==> src/rtl/ata_pio_lba48_command_engine_assert.svh <==
// assertion macros for the command engine
`ifndef ATA_PIO_LBA48_COMMAND_ENGINE_ASSERT_SVH
`define ATA_PIO_LBA48_COMMAND_ENGINE_ASSERT_SVH
`ifndef SYNTHESIS
`define ACE_ASSERT_IMP(label, clk, rst_n, ante, cons) \
    label: assert property (@(posedge clk) disable iff (!rst_n) (ante) |-> (cons)) \
        else $error("assertion failed");
`define ACE_ASSERT_NEXT(label, clk, rst_n, ante, cons) \
    label: assert property (@(posedge clk) disable iff (!rst_n) (ante) |=> (cons)) \
        else $error("assertion failed");
`else
`define ACE_ASSERT_IMP(label, clk, rst_n, ante, cons)
`define ACE_ASSERT_NEXT(label, clk, rst_n, ante, cons)
`endif
`endif

==> src/rtl/ace_pkg.sv <==
`default_nettype none
package ace_pkg;
    localparam int WordsPerSectorDef = 256;
    localparam int MaxSectorsDef     = 256;
    localparam int QueueDepth        = 4;
    localparam int JobMax            = 16;

    localparam logic [1:0] REQ_READ   = 2'd0;
    localparam logic [1:0] REQ_WRITE  = 2'd1;
    localparam logic [1:0] REQ_STATUS = 2'd2;
    localparam logic [1:0] REQ_DATA   = 2'd3;

    localparam logic [2:0] OP_NONE   = 3'd0;
    localparam logic [2:0] OP_BWR    = 3'd1;
    localparam logic [2:0] OP_STAT   = 3'd2;
    localparam logic [2:0] OP_SETTLE = 3'd3;
    localparam logic [2:0] OP_DRD    = 3'd4;
    localparam logic [2:0] OP_DWR    = 3'd5;

    localparam logic [1:0] OUT_OK   = 2'd0;
    localparam logic [1:0] OUT_REJ  = 2'd1;
    localparam logic [1:0] OUT_FAIL = 2'd2;

    localparam logic [1:0] CFG_ENABLED = 2'd0;
    localparam logic [1:0] CFG_RETRY   = 2'd1;
    localparam logic [1:0] CFG_POLL    = 2'd2;

    localparam logic [47:0] LbaMax = 48'hFFFF_FFFF_FFFF;

    typedef struct packed {
        logic [1:0]  req_type;
        logic [47:0] lba;
        logic [8:0]  num_sectors;
        logic [7:0]  status;
        logic [15:0] data_word;
    } req_t;

    typedef struct packed {
        logic [2:0]  bus_op;
        logic [3:0]  reg_sel;
        logic [15:0] bus_value;
        logic        host_word_valid;
        logic [15:0] host_word;
        logic        done_res;
        logic [1:0]  outcome;
        logic        last;
    } res_t;

    // job kinds handed from the sequencer to the result generator
    localparam logic [3:0] JOB_SINGLE  = 4'd0;  // one result held in the beat
    localparam logic [3:0] JOB_BEGIN   = 4'd1;  // select + settle + poll
    localparam logic [3:0] JOB_FAIL    = 4'd2;  // soft reset, then begin or fail
    localparam logic [3:0] JOB_PROGRAM = 4'd3;  // task file + command + settle + poll
    localparam logic [3:0] JOB_WORD    = 4'd4;  // host word, then read / poll / finish
    localparam logic [3:0] JOB_FLUSH   = 4'd5;  // flush command + poll
    localparam logic [3:0] JOB_WRWORD  = 4'd6;  // data write, then poll / flush / finish

    localparam logic [1:0] TAIL_NONE   = 2'd0;
    localparam logic [1:0] TAIL_BEGIN  = 2'd1;
    localparam logic [1:0] TAIL_FINISH = 2'd2;
    localparam logic [1:0] TAIL_POLL   = 2'd3;

    typedef struct packed {
        logic [3:0]  kind;
        logic [1:0]  tail;       // what follows the word / fail sequence
        logic        tail_rd;    // a data read follows the host word
        logic [1:0]  fin_code;
        logic        is_write;
        logic [47:0] lba;
        logic [8:0]  count;
        logic [15:0] word;
        res_t        single;
    } job_t;

    function automatic res_t mk_res(logic [2:0] op, logic [3:0] rs, logic [15:0] v);
        res_t r;
        r = '0;
        r.bus_op = op;
        r.reg_sel = rs;
        r.bus_value = v;
        return r;
    endfunction
endpackage
`default_nettype wire

==> src/rtl/ace_stream_if.sv <==
`default_nettype none
interface ace_stream_if #(parameter int W = 1);
    logic         valid;
    logic         ready;
    logic [W-1:0] payload;
    modport source (output valid, output payload, input ready);
    modport sink (input valid, input payload, output ready);
endinterface
`default_nettype wire

==> src/rtl/ace_front.sv <==
`default_nettype none
module ace_front #(
    parameter int WORDS_PER_SECTOR = 256,
    parameter int MAX_SECTORS      = 256
) (
    input  wire logic        clk,
    input  wire logic        rst_n,
    input  wire logic        in_valid,
    output logic             in_ready,
    input  wire ace_pkg::req_t req,
    input  wire logic        enabled,
    input  wire logic [2:0]  retry_limit,
    input  wire logic [19:0] poll_limit,
    output logic             job_valid,
    output ace_pkg::job_t    job,
    input  wire logic        job_ready
);
    import ace_pkg::*;
    `include "ata_pio_lba48_command_engine_assert.svh"

    localparam int WW = $clog2(WORDS_PER_SECTOR + 1);
    localparam logic [2:0] PH_IDLE = 3'd0, PH_SEL_BSY = 3'd1, PH_SEC_BSY = 3'd2,
        PH_SEC_DRQ = 3'd3, PH_RD_DATA = 3'd4, PH_WR_DATA = 3'd5, PH_FLUSH_BSY = 3'd6;

    logic [2:0]    phase_reg, phase_next;
    logic          is_write_reg, is_write_next;
    logic [47:0]   lba_reg, lba_next;
    logic [8:0]    count_reg, count_next;
    logic [8:0]    sectors_reg, sectors_next;
    logic [WW-1:0] words_reg, words_next;
    logic [19:0]   poll_reg, poll_next;
    logic [2:0]    att_reg, att_next;
    logic          emit;
    job_t          j;
    logic          bsy, drq, err, fire;
    logic [19:0]   plim;
    logic [2:0]    rlim;
    logic [2:0]    att_inc;
    logic [8:0]    sec_dec;
    logic [WW-1:0] words_dec;

    assign in_ready = job_ready;
    assign fire = in_valid && in_ready;
    assign job_valid = fire && emit;
    assign job = j;
    assign bsy = req.status[7];
    assign drq = req.status[3];
    assign err = req.status[0];
    assign plim = (poll_limit == '0) ? 20'd1 : poll_limit;
    assign rlim = (retry_limit == '0) ? 3'd1 : retry_limit;
    assign att_inc = att_reg + 3'd1;
    assign sec_dec = (sectors_reg != '0) ? sectors_reg - 9'd1 : sectors_reg;
    assign words_dec = (words_reg != '0) ? words_reg - 1'b1 : words_reg;

    // classify the beat and update the sequencer state
    always_comb
    begin
        phase_next = phase_reg;
        is_write_next = is_write_reg;
        lba_next = lba_reg;
        count_next = count_reg;
        sectors_next = sectors_reg;
        words_next = words_reg;
        poll_next = poll_reg;
        att_next = att_reg;
        emit = 1'b0;
        j = '0;
        j.is_write = is_write_reg;
        j.lba = lba_reg;
        j.count = count_reg;
        j.word = req.data_word;
        case (req.req_type)
            REQ_READ, REQ_WRITE:
            begin
                emit = 1'b1;
                j.kind = JOB_SINGLE;
                j.single.done_res = 1'b1;
                j.single.outcome = OUT_REJ;
                if (phase_reg == PH_IDLE && enabled && req.num_sectors != '0
                    && {1'b0, req.num_sectors} <= 10'(MAX_SECTORS)
                    && {39'd0, req.num_sectors - 9'd1} <= LbaMax - req.lba)
                begin
                    j.kind = JOB_BEGIN;
                    j.is_write = req.req_type[0];
                    j.lba = req.lba;
                    j.count = req.num_sectors;
                    is_write_next = req.req_type[0];
                    lba_next = req.lba;
                    count_next = req.num_sectors;
                    att_next = '0;
                    sectors_next = req.num_sectors;
                    words_next = '0;
                    poll_next = 20'd1;
                    phase_next = PH_SEL_BSY;
                end
            end
            REQ_STATUS:
            begin
                if (phase_reg == PH_SEL_BSY || phase_reg == PH_SEC_BSY
                    || phase_reg == PH_SEC_DRQ || phase_reg == PH_FLUSH_BSY)
                begin
                    emit = 1'b1;
                    if ((phase_reg != PH_SEC_DRQ && bsy) ||
                        (phase_reg == PH_SEC_DRQ && !err && !drq))
                    begin
                        if (poll_reg >= plim)
                        begin
                            j.kind = JOB_FAIL;
                        end
                        else
                        begin
                            poll_next = poll_reg + 20'd1;
                            j.kind = JOB_SINGLE;
                            j.single = mk_res(OP_STAT, 4'd7, 16'd0);
                        end
                    end
                    else if (err)
                        j.kind = JOB_FAIL;
                    else
                    begin
                        case (phase_reg)
                            PH_SEL_BSY:
                            begin
                                j.kind = JOB_PROGRAM;
                                poll_next = 20'd1;
                                phase_next = PH_SEC_BSY;
                            end
                            PH_SEC_BSY:
                            begin
                                j.kind = JOB_SINGLE;
                                j.single = mk_res(OP_STAT, 4'd7, 16'd0);
                                poll_next = 20'd1;
                                phase_next = PH_SEC_DRQ;
                            end
                            PH_SEC_DRQ:
                            begin
                                words_next = WW'(WORDS_PER_SECTOR);
                                if (is_write_reg)
                                begin
                                    emit = 1'b0;
                                    phase_next = PH_WR_DATA;
                                end
                                else
                                begin
                                    j.kind = JOB_SINGLE;
                                    j.single = mk_res(OP_DRD, 4'd0, 16'd0);
                                    phase_next = PH_RD_DATA;
                                end
                            end
                            default:
                            begin
                                j.kind = JOB_SINGLE;
                                j.single.done_res = 1'b1;
                                j.single.outcome = OUT_OK;
                                phase_next = PH_IDLE;
                            end
                        endcase
                    end
                    if (j.kind == JOB_FAIL)
                    begin
                        att_next = att_inc;
                        if (att_inc >= rlim || !enabled)
                        begin
                            j.tail = TAIL_FINISH;
                            j.fin_code = OUT_FAIL;
                            phase_next = PH_IDLE;
                        end
                        else
                        begin
                            j.tail = TAIL_BEGIN;
                            sectors_next = count_reg;
                            words_next = '0;
                            poll_next = 20'd1;
                            phase_next = PH_SEL_BSY;
                        end
                    end
                end
            end
            default:
            begin
                if (phase_reg == PH_RD_DATA || phase_reg == PH_WR_DATA)
                begin
                    emit = 1'b1;
                    j.kind = (phase_reg == PH_RD_DATA) ? JOB_WORD : JOB_WRWORD;
                    words_next = words_dec;
                    j.tail = TAIL_NONE;
                    if (phase_reg == PH_RD_DATA && words_dec != '0)
                        j.tail_rd = 1'b1;
                    else if (words_dec == '0)
                    begin
                        sectors_next = sec_dec;
                        if (sec_dec != '0)
                        begin
                            j.tail = TAIL_POLL;
                            poll_next = 20'd1;
                            phase_next = PH_SEC_BSY;
                        end
                        else if (is_write_reg)
                        begin
                            j.tail = TAIL_BEGIN;
                            poll_next = 20'd1;
                            phase_next = PH_FLUSH_BSY;
                        end
                        else
                        begin
                            j.tail = TAIL_FINISH;
                            j.fin_code = OUT_OK;
                            phase_next = PH_IDLE;
                        end
                    end
                end
            end
        endcase
    end

    always_ff @(posedge clk or negedge rst_n)
    begin
        if (!rst_n)
        begin
            phase_reg <= PH_IDLE;
            is_write_reg <= 1'b0;
            lba_reg <= '0;
            count_reg <= '0;
            sectors_reg <= '0;
            words_reg <= '0;
            poll_reg <= '0;
            att_reg <= '0;
        end
        else if (fire)
        begin
            phase_reg <= phase_next;
            is_write_reg <= is_write_next;
            lba_reg <= lba_next;
            count_reg <= count_next;
            sectors_reg <= sectors_next;
            words_reg <= words_next;
            poll_reg <= poll_next;
            att_reg <= att_next;
        end
    end

    `ACE_ASSERT_IMP(a_data_has_words, clk, rst_n,
        (phase_reg == PH_RD_DATA || phase_reg == PH_WR_DATA), (words_reg != '0))
    `ACE_ASSERT_IMP(a_busy_has_sectors, clk, rst_n,
        (phase_reg == PH_SEC_BSY || phase_reg == PH_SEC_DRQ), (sectors_reg != '0))
    `ACE_ASSERT_NEXT(a_start_to_select, clk, rst_n,
        (fire && emit && j.kind == JOB_BEGIN && req.req_type[1] == 1'b0),
        (phase_reg == PH_SEL_BSY && poll_reg == 20'd1))
endmodule
`default_nettype wire

==> src/rtl/ace_back.sv <==
`default_nettype none
module ace_back (
    input  wire logic      clk,
    input  wire logic      rst_n,
    input  wire logic      job_valid,
    input  wire ace_pkg::job_t job,
    output logic           job_ready,
    output logic           res_valid,
    output ace_pkg::res_t  res,
    input  wire logic      res_ready
);
    import ace_pkg::*;
    `include "ata_pio_lba48_command_engine_assert.svh"

    // small job queue
    localparam int AW = $clog2(QueueDepth);
    job_t        q_mem [QueueDepth];
    logic [AW-1:0] wp_reg, rp_reg;
    logic [AW:0]   cnt_reg;
    logic          push, pop;
    job_t        cur;
    logic [4:0]  step_reg;
    logic [4:0]  nsteps;
    res_t        r;
    logic        out_valid_reg;
    res_t        out_reg;
    logic        adv;

    assign job_ready = (cnt_reg != (AW+1)'(QueueDepth));
    assign push = job_valid && job_ready;
    assign cur = q_mem[rp_reg];
    assign adv = (cnt_reg != '0) && (!out_valid_reg || res_ready);
    assign pop = adv && (step_reg == nsteps - 5'd1);
    assign res_valid = out_valid_reg;
    assign res = out_reg;

    // number of results per job
    always_comb
    begin
        case (cur.kind)
            JOB_SINGLE:  nsteps = 5'd1;
            JOB_BEGIN:   nsteps = 5'd6;
            JOB_FAIL:    nsteps = (cur.tail == TAIL_BEGIN) ? 5'd16 : 5'd11;
            JOB_PROGRAM: nsteps = 5'd14;
            JOB_FLUSH:   nsteps = 5'd2;
            JOB_WORD:    nsteps = (cur.tail == TAIL_POLL || cur.tail == TAIL_FINISH
                                   || cur.tail_rd) ? 5'd2 :
                                  (cur.tail == TAIL_BEGIN) ? 5'd3 : 5'd1;
            default:     nsteps = (cur.tail == TAIL_POLL || cur.tail == TAIL_FINISH) ?
                                  5'd2 : (cur.tail == TAIL_BEGIN) ? 5'd3 : 5'd1;
        endcase
    end

    // result for the current step
    always_comb
    begin
        logic [4:0] s;
        s = step_reg;
        r = '0;
        case (cur.kind)
            JOB_SINGLE: r = cur.single;
            JOB_BEGIN:
            begin
                if (s == 5'd0) r = mk_res(OP_BWR, 4'd6, 16'h0040);
                else if (s == 5'd5) r = mk_res(OP_STAT, 4'd7, 16'd0);
                else r = mk_res(OP_SETTLE, 4'd8, 16'd0);
            end
            JOB_FAIL:
            begin
                if (s == 5'd0) r = mk_res(OP_BWR, 4'd8, 16'h0004);
                else if (s == 5'd5) r = mk_res(OP_BWR, 4'd8, 16'h0000);
                else if (s < 5'd10) r = mk_res(OP_SETTLE, 4'd8, 16'd0);
                else if (cur.tail == TAIL_FINISH)
                begin
                    r.done_res = 1'b1;
                    r.outcome = cur.fin_code;
                end
                else if (s == 5'd10) r = mk_res(OP_BWR, 4'd6, 16'h0040);
                else if (s == 5'd15) r = mk_res(OP_STAT, 4'd7, 16'd0);
                else r = mk_res(OP_SETTLE, 4'd8, 16'd0);
            end
            JOB_PROGRAM:
            begin
                case (s)
                    5'd0: r = mk_res(OP_BWR, 4'd2, {15'd0, cur.count[8]});
                    5'd1: r = mk_res(OP_BWR, 4'd3, {8'd0, cur.lba[31:24]});
                    5'd2: r = mk_res(OP_BWR, 4'd4, {8'd0, cur.lba[39:32]});
                    5'd3: r = mk_res(OP_BWR, 4'd5, {8'd0, cur.lba[47:40]});
                    5'd4: r = mk_res(OP_BWR, 4'd2, {8'd0, cur.count[7:0]});
                    5'd5: r = mk_res(OP_BWR, 4'd3, {8'd0, cur.lba[7:0]});
                    5'd6: r = mk_res(OP_BWR, 4'd4, {8'd0, cur.lba[15:8]});
                    5'd7: r = mk_res(OP_BWR, 4'd5, {8'd0, cur.lba[23:16]});
                    5'd8: r = mk_res(OP_BWR, 4'd7, cur.is_write ? 16'h0034 : 16'h0024);
                    5'd13: r = mk_res(OP_STAT, 4'd7, 16'd0);
                    default: r = mk_res(OP_SETTLE, 4'd8, 16'd0);
                endcase
            end
            JOB_FLUSH:
                r = (s == 5'd0) ? mk_res(OP_BWR, 4'd7, 16'h00EA) : mk_res(OP_STAT, 4'd7, 16'd0);
            default:
            begin
                if (s == 5'd0)
                begin
                    if (cur.kind == JOB_WORD)
                    begin
                        r.host_word_valid = 1'b1;
                        r.host_word = cur.word;
                    end
                    else
                        r = mk_res(OP_DWR, 4'd0, cur.word);
                end
                else if (cur.tail_rd) r = mk_res(OP_DRD, 4'd0, 16'd0);
                else if (cur.tail == TAIL_POLL) r = mk_res(OP_STAT, 4'd7, 16'd0);
                else if (cur.tail == TAIL_FINISH)
                begin
                    r.done_res = 1'b1;
                    r.outcome = cur.fin_code;
                end
                else if (s == 5'd1) r = mk_res(OP_BWR, 4'd7, 16'h00EA);
                else r = mk_res(OP_STAT, 4'd7, 16'd0);
            end
        endcase
        r.last = (step_reg == nsteps - 5'd1);
    end

    always_ff @(posedge clk)
    begin
        if (push) q_mem[wp_reg] <= job;
        if (adv) out_reg <= r;
    end

    always_ff @(posedge clk or negedge rst_n)
    begin
        if (!rst_n)
        begin
            wp_reg <= '0;
            rp_reg <= '0;
            cnt_reg <= '0;
            step_reg <= '0;
            out_valid_reg <= 1'b0;
        end
        else
        begin
            if (push) wp_reg <= wp_reg + 1'b1;
            if (pop) rp_reg <= rp_reg + 1'b1;
            cnt_reg <= cnt_reg + (AW+1)'(push) - (AW+1)'(pop);
            if (adv) step_reg <= pop ? 5'd0 : step_reg + 5'd1;
            if (adv) out_valid_reg <= 1'b1;
            else if (res_ready) out_valid_reg <= 1'b0;
        end
    end

    `ACE_ASSERT_IMP(a_step_in_range, clk, rst_n, (cnt_reg != '0), (step_reg < nsteps))
    `ACE_ASSERT_IMP(a_no_overflow, clk, rst_n, push, (cnt_reg < (AW+1)'(QueueDepth)))
    `ACE_ASSERT_NEXT(a_pop_restarts, clk, rst_n, pop, (step_reg == 5'd0))
endmodule
`default_nettype wire

==> src/rtl/ata_pio_lba48_command_engine.sv <==
// ATA PIO LBA48 host command sequencer. Each input beat (start request, status
// reply or data word) is taken by the sequencer, which classifies it and,
// when the beat causes results, queues a job; the result generator expands each job into
// 1 to 16 result beats, one per cycle while the result side is ready, the final one marked
// last. The first result of a beat passes through the job queue and the output register.
// A new beat is accepted every cycle while the four-entry job queue has room, so the
// sustained rate is one input per cycle when each input yields at most one result and is
// otherwise set by the result count and by back-pressure on the result side. Registers:
// enabled at 0x0, retry_limit at 0x4, poll_limit at 0x8.
`default_nettype none
module ata_pio_lba48_command_engine #(
    parameter int WORDS_PER_SECTOR = ace_pkg::WordsPerSectorDef,
    parameter int MAX_SECTORS      = ace_pkg::MaxSectorsDef
) (
    input  wire logic        clk,
    input  wire logic        rst_n,
    ace_stream_if.sink       in_ch,
    ace_stream_if.source     out_ch,
    input  wire logic        psel,
    input  wire logic        penable,
    input  wire logic        pwrite,
    input  wire logic [3:0]  paddr,
    input  wire logic [31:0] pwdata,
    output logic [31:0]      prdata,
    output logic             pready
);
    import ace_pkg::*;

    logic        enabled_reg;
    logic [2:0]  retry_reg;
    logic [19:0] poll_reg;
    logic        job_valid, job_ready;
    job_t        job;
    req_t        req;
    res_t        res;

    assign pready = 1'b1;
    assign req = in_ch.payload;
    assign out_ch.payload = res;

    // register write
    always_ff @(posedge clk or negedge rst_n)
    begin
        if (!rst_n)
        begin
            enabled_reg <= 1'b0;
            retry_reg <= 3'd3;
            poll_reg <= 20'd1000000;
        end
        else if (psel && penable && pwrite)
        begin
            case (paddr[3:2])
                CFG_ENABLED: enabled_reg <= pwdata[0];
                CFG_RETRY:   retry_reg <= pwdata[2:0];
                CFG_POLL:    poll_reg <= pwdata[19:0];
                default:     ;
            endcase
        end
    end

    // register read
    always_comb
    begin
        case (paddr[3:2])
            CFG_ENABLED: prdata = {31'd0, enabled_reg};
            CFG_RETRY:   prdata = {29'd0, retry_reg};
            CFG_POLL:    prdata = {12'd0, poll_reg};
            default:     prdata = '0;
        endcase
    end

    ace_front #(
        .WORDS_PER_SECTOR(WORDS_PER_SECTOR),
        .MAX_SECTORS(MAX_SECTORS)
    ) u_front (
        .clk(clk), .rst_n(rst_n),
        .in_valid(in_ch.valid), .in_ready(in_ch.ready), .req(req),
        .enabled(enabled_reg), .retry_limit(retry_reg), .poll_limit(poll_reg),
        .job_valid(job_valid), .job(job), .job_ready(job_ready)
    );

    ace_back u_back (
        .clk(clk), .rst_n(rst_n),
        .job_valid(job_valid), .job(job), .job_ready(job_ready),
        .res_valid(out_ch.valid), .res(res), .res_ready(out_ch.ready)
    );
endmodule
`default_nettype wire

==> src/flat_wrapper.sv <==
// flat-port wrapper written by rule: the top's interface ports become plain ports
module ata_pio_lba48_command_engine_flat import ace_pkg::*;
#(
    parameter int WORDS_PER_SECTOR = ace_pkg::WordsPerSectorDef,
    parameter int MAX_SECTORS      = ace_pkg::MaxSectorsDef
)
  (clk, rst_n, psel, penable, pwrite, paddr, pwdata, prdata, pready, in_ch_valid, in_ch_payload, in_ch_ready, out_ch_valid, out_ch_payload, out_ch_ready);
  ace_stream_if #(.W($bits(req_t))) in_ch_i ();
  ace_stream_if #(.W($bits(res_t))) out_ch_i ();
  input  wire logic clk;
  input  wire logic rst_n;
  input  wire logic psel;
  input  wire logic penable;
  input  wire logic pwrite;
  input  wire logic [3:0] paddr;
  input  wire logic [31:0] pwdata;
  output logic [31:0] prdata;
  output logic pready;
  input wire logic [$bits(in_ch_i.valid)-1:0] in_ch_valid;
  input wire logic [$bits(in_ch_i.payload)-1:0] in_ch_payload;
  output wire logic [$bits(in_ch_i.ready)-1:0] in_ch_ready;
  output wire logic [$bits(out_ch_i.valid)-1:0] out_ch_valid;
  output wire logic [$bits(out_ch_i.payload)-1:0] out_ch_payload;
  input wire logic [$bits(out_ch_i.ready)-1:0] out_ch_ready;
  assign in_ch_i.valid = in_ch_valid;
  assign in_ch_i.payload = in_ch_payload;
  assign in_ch_ready = in_ch_i.ready;
  assign out_ch_valid = out_ch_i.valid;
  assign out_ch_payload = out_ch_i.payload;
  assign out_ch_i.ready = out_ch_ready;
  ata_pio_lba48_command_engine #(.WORDS_PER_SECTOR(WORDS_PER_SECTOR), .MAX_SECTORS(MAX_SECTORS)) u_core (.clk(clk), .rst_n(rst_n), .in_ch(in_ch_i), .out_ch(out_ch_i), .psel(psel), .penable(penable), .pwrite(pwrite), .paddr(paddr), .pwdata(pwdata), .prdata(prdata), .pready(pready));
endmodule
==> config.mk <==
export PLATFORM = sky130hd
export DESIGN_NAME = ata_pio_lba48_command_engine_flat
export DESIGN_NICKNAME = d
export VERILOG_FILES = /design/src/rtl/ace_pkg.sv /design/src/rtl/ace_stream_if.sv /design/src/rtl/ace_front.sv /design/src/rtl/ace_back.sv /design/src/rtl/ata_pio_lba48_command_engine.sv /design/src/flat_wrapper.sv
export VERILOG_INCLUDE_DIRS = /design/src /design/src/rtl
export SDC_FILE = /design/constraint.sdc
export NUM_CORES = 1
export LEC_CHECK = 0
export BUFFER_PORTS_ARGS = -buffer_cell sky130_fd_sc_hd__buf_2
export CAP_MARGIN = 30
export CORE_ASPECT_RATIO = 0.9
export CORE_MARGIN = 2
export CORE_UTILIZATION = 47
export CTS_CLUSTER_SIZE = 30
export DETAILED_ROUTE_END_ITERATION = 8
export PLACE_DENSITY_LB_ADDON = 0.12
export SYNTH_ARGS = -nofsm -noshare
export SYNTH_HDL_FRONTEND = slang
export SYNTH_SLANG_ARGS = --single-unit
==> constraint.sdc <==
create_clock -name clk -period 6.9 [get_ports clk]
set_clock_uncertainty 0.15 [all_clocks]
set_input_delay 1.035 -clock clk [delete_from_list [all_inputs] [get_ports clk]]
set_output_delay 1.035 -clock clk [all_outputs]
set_load 0.005 [all_outputs]
[Word level (Yosys, flattened, before mapping)]
Memory sizes are Yosys's and may differ from the RTL's.
Index checks and enable logic that the tools add are counted.
Storage, ports and cells
  register bits after elaboration: 183
  latch bits: 0
  bits in writable memories: 508
  bits in read-only memories: 0
  bits of input ports: 126
  output and inout bits: 79
  logic and storage cells: 272
  memories: 1
Operators by class
  $add $sub $neg: 12
  $mul: 0
  div/mod/pow operators: 0
  $lt $le $gt $ge: 5
  equal/unequal tests: 40
  shifts and indexed selects: 0
  multiplexer cells: 131
  bitwise operators: 0
  reductions and logical operators: 59
Memories
  u_core.u_back.q_mem: depth 4, width 127, read ports 1, clocked after Yosys merged registers in 0, write ports 1, line ace_back.sv:17  | job_t q_mem [QueueDepth];
Operators by type and width (count)
  two-way mux 44 bit: 11
  case mux 43 bit (10 select lines): 1
  two-way mux 20 bit: 14
  case mux 44 bit (5 select lines): 1
  two-way mux 43 bit: 4
  two-way mux 9 bit: 17
  two-way mux 40 bit: 3
  two-way mux 58 bit: 2
  two-way mux 42 bit: 2
  case mux 40 bit (2 select lines): 1
  case mux 20 bit (3 select lines): 1
  less-or-equal comparator 9 x 48 -> 1 bit: 1
  two-way mux 3 bit: 16
  subtractor 48 bit (first input constant): 1
  nonzero test 9 bit: 5
  case mux 20 bit (2 select lines): 1
  case mux 9 bit (2 select lines): 2
  two-way mux 2 bit: 15
  case mux 5 bit (6 select lines): 1
  subtractor 9 x 1 -> 9 bit (second input constant): 3
  case mux 3 bit (2 select lines): 4
  two-way mux 23 bit: 1
  adder 20 x 1 -> 20 bit (second input constant): 1
  == test 5 x 3 -> 1 bit (second input constant): 4
  56 further kinds: 135

[Logic depth before layout (Yosys ltp)]
  depth after elaboration: 11
  depth in mapped cells: 21
  mapped depth without buffers: 18

[Modules after synthesis]
Synthesis repeated with hierarchy kept, for this count alone.
Unflattened totals
  cells, all modules: 1928
  area, all modules: 30495.5 µm²
By module, submodules not included
  ace_back: instances 1, cells each 1014, area an instance 21674.5 µm², seq. area each 16781.1 µm²
  ace_front: instances 1, cells each 819, area an instance 7621.1 µm², seq. area each 2552.4 µm²
  ata_pio_lba48_command_engine: instances 1, cells each 95, area an instance 1199.9 µm², seq. area each 611.8 µm²

[Least setup slack after synthesis]
OpenSTA, ideal clock, no wires.
  kind: input to register
  from: in in_ch_payload[81]
  to: mem u_core.u_back.q_mem[0][100] (netlist name) (enable)
  setup time: 0.453 ns
  arrival time: 3.976 ns
  data required time: 6.297 ns
  setup slack: 2.321 ns
  stages: 6
  path buffers: 1
  path through: clkbuf_1 > inv_1 > o21ai_0 > a31oi_1 > o31a_1 > and2_1
Between the ends
  longest elaborated chain between the ends: 7
  elaborated cells on any way between the ends: 9
  classes of those cells: eq/ne: 2; mux: 3; reduce/logical: 4
RTL lines
  start: declaration: line flat_wrapper.sv:20  | input wire logic [$bits(in_ch_i.payload)-1:0] in_ch_payload;
  == test 2 x 1 -> 1 bit or logical NOT 2 bit (tied branches): line ace_front.sv:72  | case (req.req_type)
  OR reduction 2 bit: line ace_front.sv:72
  case mux 1 bit (2 select lines) *: line ace_front.sv:72
  logical AND 1 bit *: line ace_front.sv:44  | assign job_valid = fire && emit;
  logical AND 1 bit *: line ace_back.sv:30  | assign push = job_valid && job_ready;
  two-way mux 1 bit *: line ace_back.sv:128  | if (push) q_mem[wp_reg] <= job;
  two-way mux 1 bit (implied by the code) *: line ace_back.sv:128
  end: declaration: line ace_back.sv:17
Mark *: on every way between the ends. The rest lies on a longest branch, timed or not.

==> results.txt <==
The tools report the clock latency at the later pin of the worst-skew pair as 610 ps. The ratio of routed vias to standard cells came out at 5.79. Among all flip-flop cells after synthesis, the most frequent one is edfxtp_1. The number of slew-limit violations in the final report was 0. STA classifies the critical path endpoint as a flop. The final number of hold-violating endpoints is 0, and the first-pass iteration count of the detailed router is 6.

In this run the remaining antenna-violating nets after routing total 0. The internal reg-to-reg setup slack came out at 1590 ps. The count of mapped cells out of synthesis was 1674; the cell depth of the worst flop-to-flop path was 18. The number of flip-flops in the largest register is 340. Input and output buffers added on the ports amount to 172. The logs give 7.56 mW for the cell-internal power and 90 for the maximum number of pins on one net before global-route repair. The effective utilization at floorplan was 0.477; the fraction of registers with async set/reset was 0.266. Summing over every cut layer, the via total after detailed routing is 15000.

The finished layout cell area was 27600 um2. The logs give 25600 um2 for the post-placement cell area and 0 for the initial antenna violation count. Maximum clock insertion buffer count: 3. The number of DRC markers after the initial detailed-route iteration is 1352, and the antenna cell count is 0. Setup violations remaining at the end of the flow were counted as 0. Relative to the synthesized area, the layout overhead comes to 14.6%. The logs give 0.307 for the remaining max-slew budget at the tightest pin and 0 for the number of gates given a new drive strength after cts.

For this run the aggregate overflow at the end of global routing stands at 0. Count of cells along the worst hold path: 2. Across the run, the number of max-cap violations was 0. For the worst setup path, the data arrival time is 5690 ps. The analysis attributes to net switching a power of 3.49 mW.

Across all hold checks on the routed design, the worst slack comes to 342 ps. Row generation in the floorplan step produced 78 rows. The smallest clock period supported by the final layout is computed as 5310 ps.

The logs give 0.279 for the clock group share of total power and 0 for the Yosys warning count. The worst register-to-register path begins at u_core.u_back.rp_reg[0]. Type of origin of the critical path: a flop. For this run, the top clock speed supported by timing is 0.188 GHz. Setup repair after global routing left no endpoint under its margin.

Pin placement for this block handled 205 I/O pins. Total negative slack for setup checks: 0 ps. The die covers 53000 um2. The post-route core utilization was 0.546. The average wire per standard cell is 22.0 um.

The category of the critical setup timing path was flop to flop. The final critical-path share of the clock period was 0.770; the final net count was 2034. The flow ran to the end, and the final reports show no timing, DRC or antenna violations.

For this run, design rule violations remaining after detail routing come to 0. Static leakage: 10.5 nW. The number of register bits inferred by synthesis was 523. The sum of routed wire length over all layers was 56.8 mm; the switching power share of the total was 0.315. Clock tree synthesis inserted a total of 55 buffers. The number of distinct library cells after synthesis is 84. The number of enable-type register cells in the synthesized netlist works out to 384. Dividing the synthesized area by the synthesized cell count gives 14.4 um2. The sequential area share after synthesis came out at 0.625. The combinational share of power is 0.292, and the chip height is 219 um.

The slew at the pin with the worst max-slew slack was 1030 ps; the share of final-layout standard cells stronger than drive strength 1 was 0.277. The run gives 24100 um2 as the post-synthesis cell area. The first global-routing pass estimated 88.5 mm of wire. Along the worst path, the maximum fanout reaches 26. The run gives 0.823 as the routability congestion estimate from global placement. The root buffer cell chosen for the clock tree is clkbuf_16. After clock tree synthesis, the setup repair step added 0 buffers. From left edge to right edge, the die measures 242 um. Endpoint of the most critical register-to-register path: u_core.u_back.cnt_reg[2].

Dividing total power by cell area gives a power density of 401 nW/um2. The run gives 0.223 mV as the worst supply voltage drop on vdd. TritonCTS built the clock tree. The run gives 14900 as the via count of the first global-routing pass.

The tools report the total core area as 50500 um2. The startpoint identified for the worst hold timing path is u_core.u_back.res_valid. The hold buffer count at CTS is 0, and the HPWL after detailed placement is 37.4 mm.

The class of the most critical hold timing path is flop to flop. After clock tree synthesis, the clock-pin slew on the worst setup and hold paths is 60 ps. STA puts the critical path data required time at 7280 ps. For this design, the sink count on the clock tree is 523. For hold timing, the worst endpoint is u_core.u_back.res_valid. CTS built an H-tree with a depth of 2. The tools report the sequential power share as 0.429. The tools report the global router's overall resource usage as 0.218.
per-layer routing:
metal / vias to the layer above / track usage / wire [um]
met5: - / 0 / 0
met4: 0 / 0.0451 / 921
met3: 74 / 0.0399 / 3880
met2: 476 / 0.339 / 26300
met1: 7546 / 0.322 / 25700
li1: 6858 / - / -
placed cells by master (no fill, tap or decap), types with 11 or more instances in the layout:
master     count
mux2i_1       17
nor2b_1       22
and2_1        26
mux4_2        85
buf_2        173
nand2_1      121
edfxtp_1     384
nand3_1       28
nand4_1       30
conb_1        13
nor3_1        22
mux2_4        19
inv_1         65
nor2_1        80
buf_4         26
clkbuf_8      11
xnor2_1       12
dfrtp_1      128
ha_1          49
o21ai_0       76
a31oi_1       24
a22oi_1       24
a21oi_1       45
a211oi_1      13
nor4_1        14
clkbuf_16     55
clkbuf_1      11
o22ai_1       11
nand2b_1      14
mux2_2       101
cells by family after synthesis:
kind of cell    share of synthesized area
compound gates                     0.0807
xor+xnor                          0.00619
fa+ha+maj                          0.0263
buf+inv                            0.0277
flops                               0.625
mux                                 0.146
other cells                      0.000312
simple gates                       0.0885
cell type report:
type	instances	area, um2
multi-input combinational	1009	8430
clock buffer	77	1570
clock inverter	26	328
fill	4189	22900
inverter	67	251
timing repair buffer	202	1100
tap	680	851
sequential	523	15000
worst max path at each step:
stage	startpoint	end	slack [ps]	cells past startpoint
2_1_floorplan	in_ch_payload[81]	u_core.u_back.q_mem[0][100]	2320	6
3_3_place_gp	in_ch_payload[26]	u_core.u_back.q_mem[0][60]	1470	12
3_5_place_dp	in_ch_payload[26]	u_core.u_back.q_mem[0][60]	1430	12
4_1_cts	u_core.u_back.rp_reg[0]	u_core.u_back.cnt_reg[2]	1490	17
5_1_grt	u_core.u_back.rp_reg[0]	u_core.u_back.cnt_reg[2]	1180	18
6_report	u_core.u_back.rp_reg[0]	u_core.u_back.cnt_reg[2]	1590	18
synthesized netlist by cell type, types with 6 or more instances:
cell type,instances,area share
a211oi_1,13,0.0041
o21ai_0,76,0.016
buf_4,13,0.0041
a22oi_1,24,0.0075
buf_1,10,0.0016
xnor2_1,12,0.0044
dfstp_2,9,0.0098
or3_1,9,0.0023
nand3_1,28,0.0058
and2_1,30,0.0078
a31oi_1,24,0.0062
a221oi_1,7,0.0025
and4_1,7,0.0025
dfrtp_1,130,0.14
buf_2,16,0.0033
mux2_4,19,0.012
ha_1,49,0.025
nand2b_1,14,0.0036
a21oi_1,45,0.0094
a21o_1,6,0.0019
o22ai_1,11,0.0029
clkbuf_1,44,0.0069
mux2_2,101,0.047
nor4_1,14,0.0036
edfxtp_1,384,0.48
inv_1,66,0.010
and3_1,10,0.0026
o31ai_1,9,0.0028
nor3_1,24,0.0050
a22o_1,7,0.0025
mux4_2,85,0.080
nor2_1,80,0.012
nand4_1,30,0.0078
mux2i_1,17,0.0071
nor2b_1,22,0.0057
nand2_1,121,0.019
critical path: stages, from the launching register on:
cell and delay (ps):
dfrtp_4 810, mux4_2 720, inv_1 250, or3_1 180, o21a_1 110, o22ai_1 80
ha_1 240, nor4b_1 370, mux2i_1 120, o21a_1 130, a211oi_2 440, and2_0 390
ha_1 300, inv_1 50, ha_1 130, inv_1 50, fa_1 370, xnor2_1 190
xnor2_1 140
per-stage QoR:
step                total power, mW  worst slack [ps]  std cells
floorplan                      6.97              2320       1685
global placement               7.97              1470       2476
detailed placement             8.05              1430       2478
CTS                            11.2              1490       2581
global route                   11.7              1180       2584
finish                         11.0              1590       2584
power groups by stage:
stage | clock [mW] | sequential (mW) | combinational, mW
2_1_floorplan | 0 | 4.61 | 2.35
3_3_place_gp | 0 | 4.78 | 3.19
3_5_place_dp | 0 | 4.81 | 3.25
4_1_cts | 3.15 | 4.75 | 3.26
5_1_grt | 3.27 | 4.83 | 3.56
6_report | 3.08 | 4.74 | 3.22
Power figures use the tool's default switching activity.
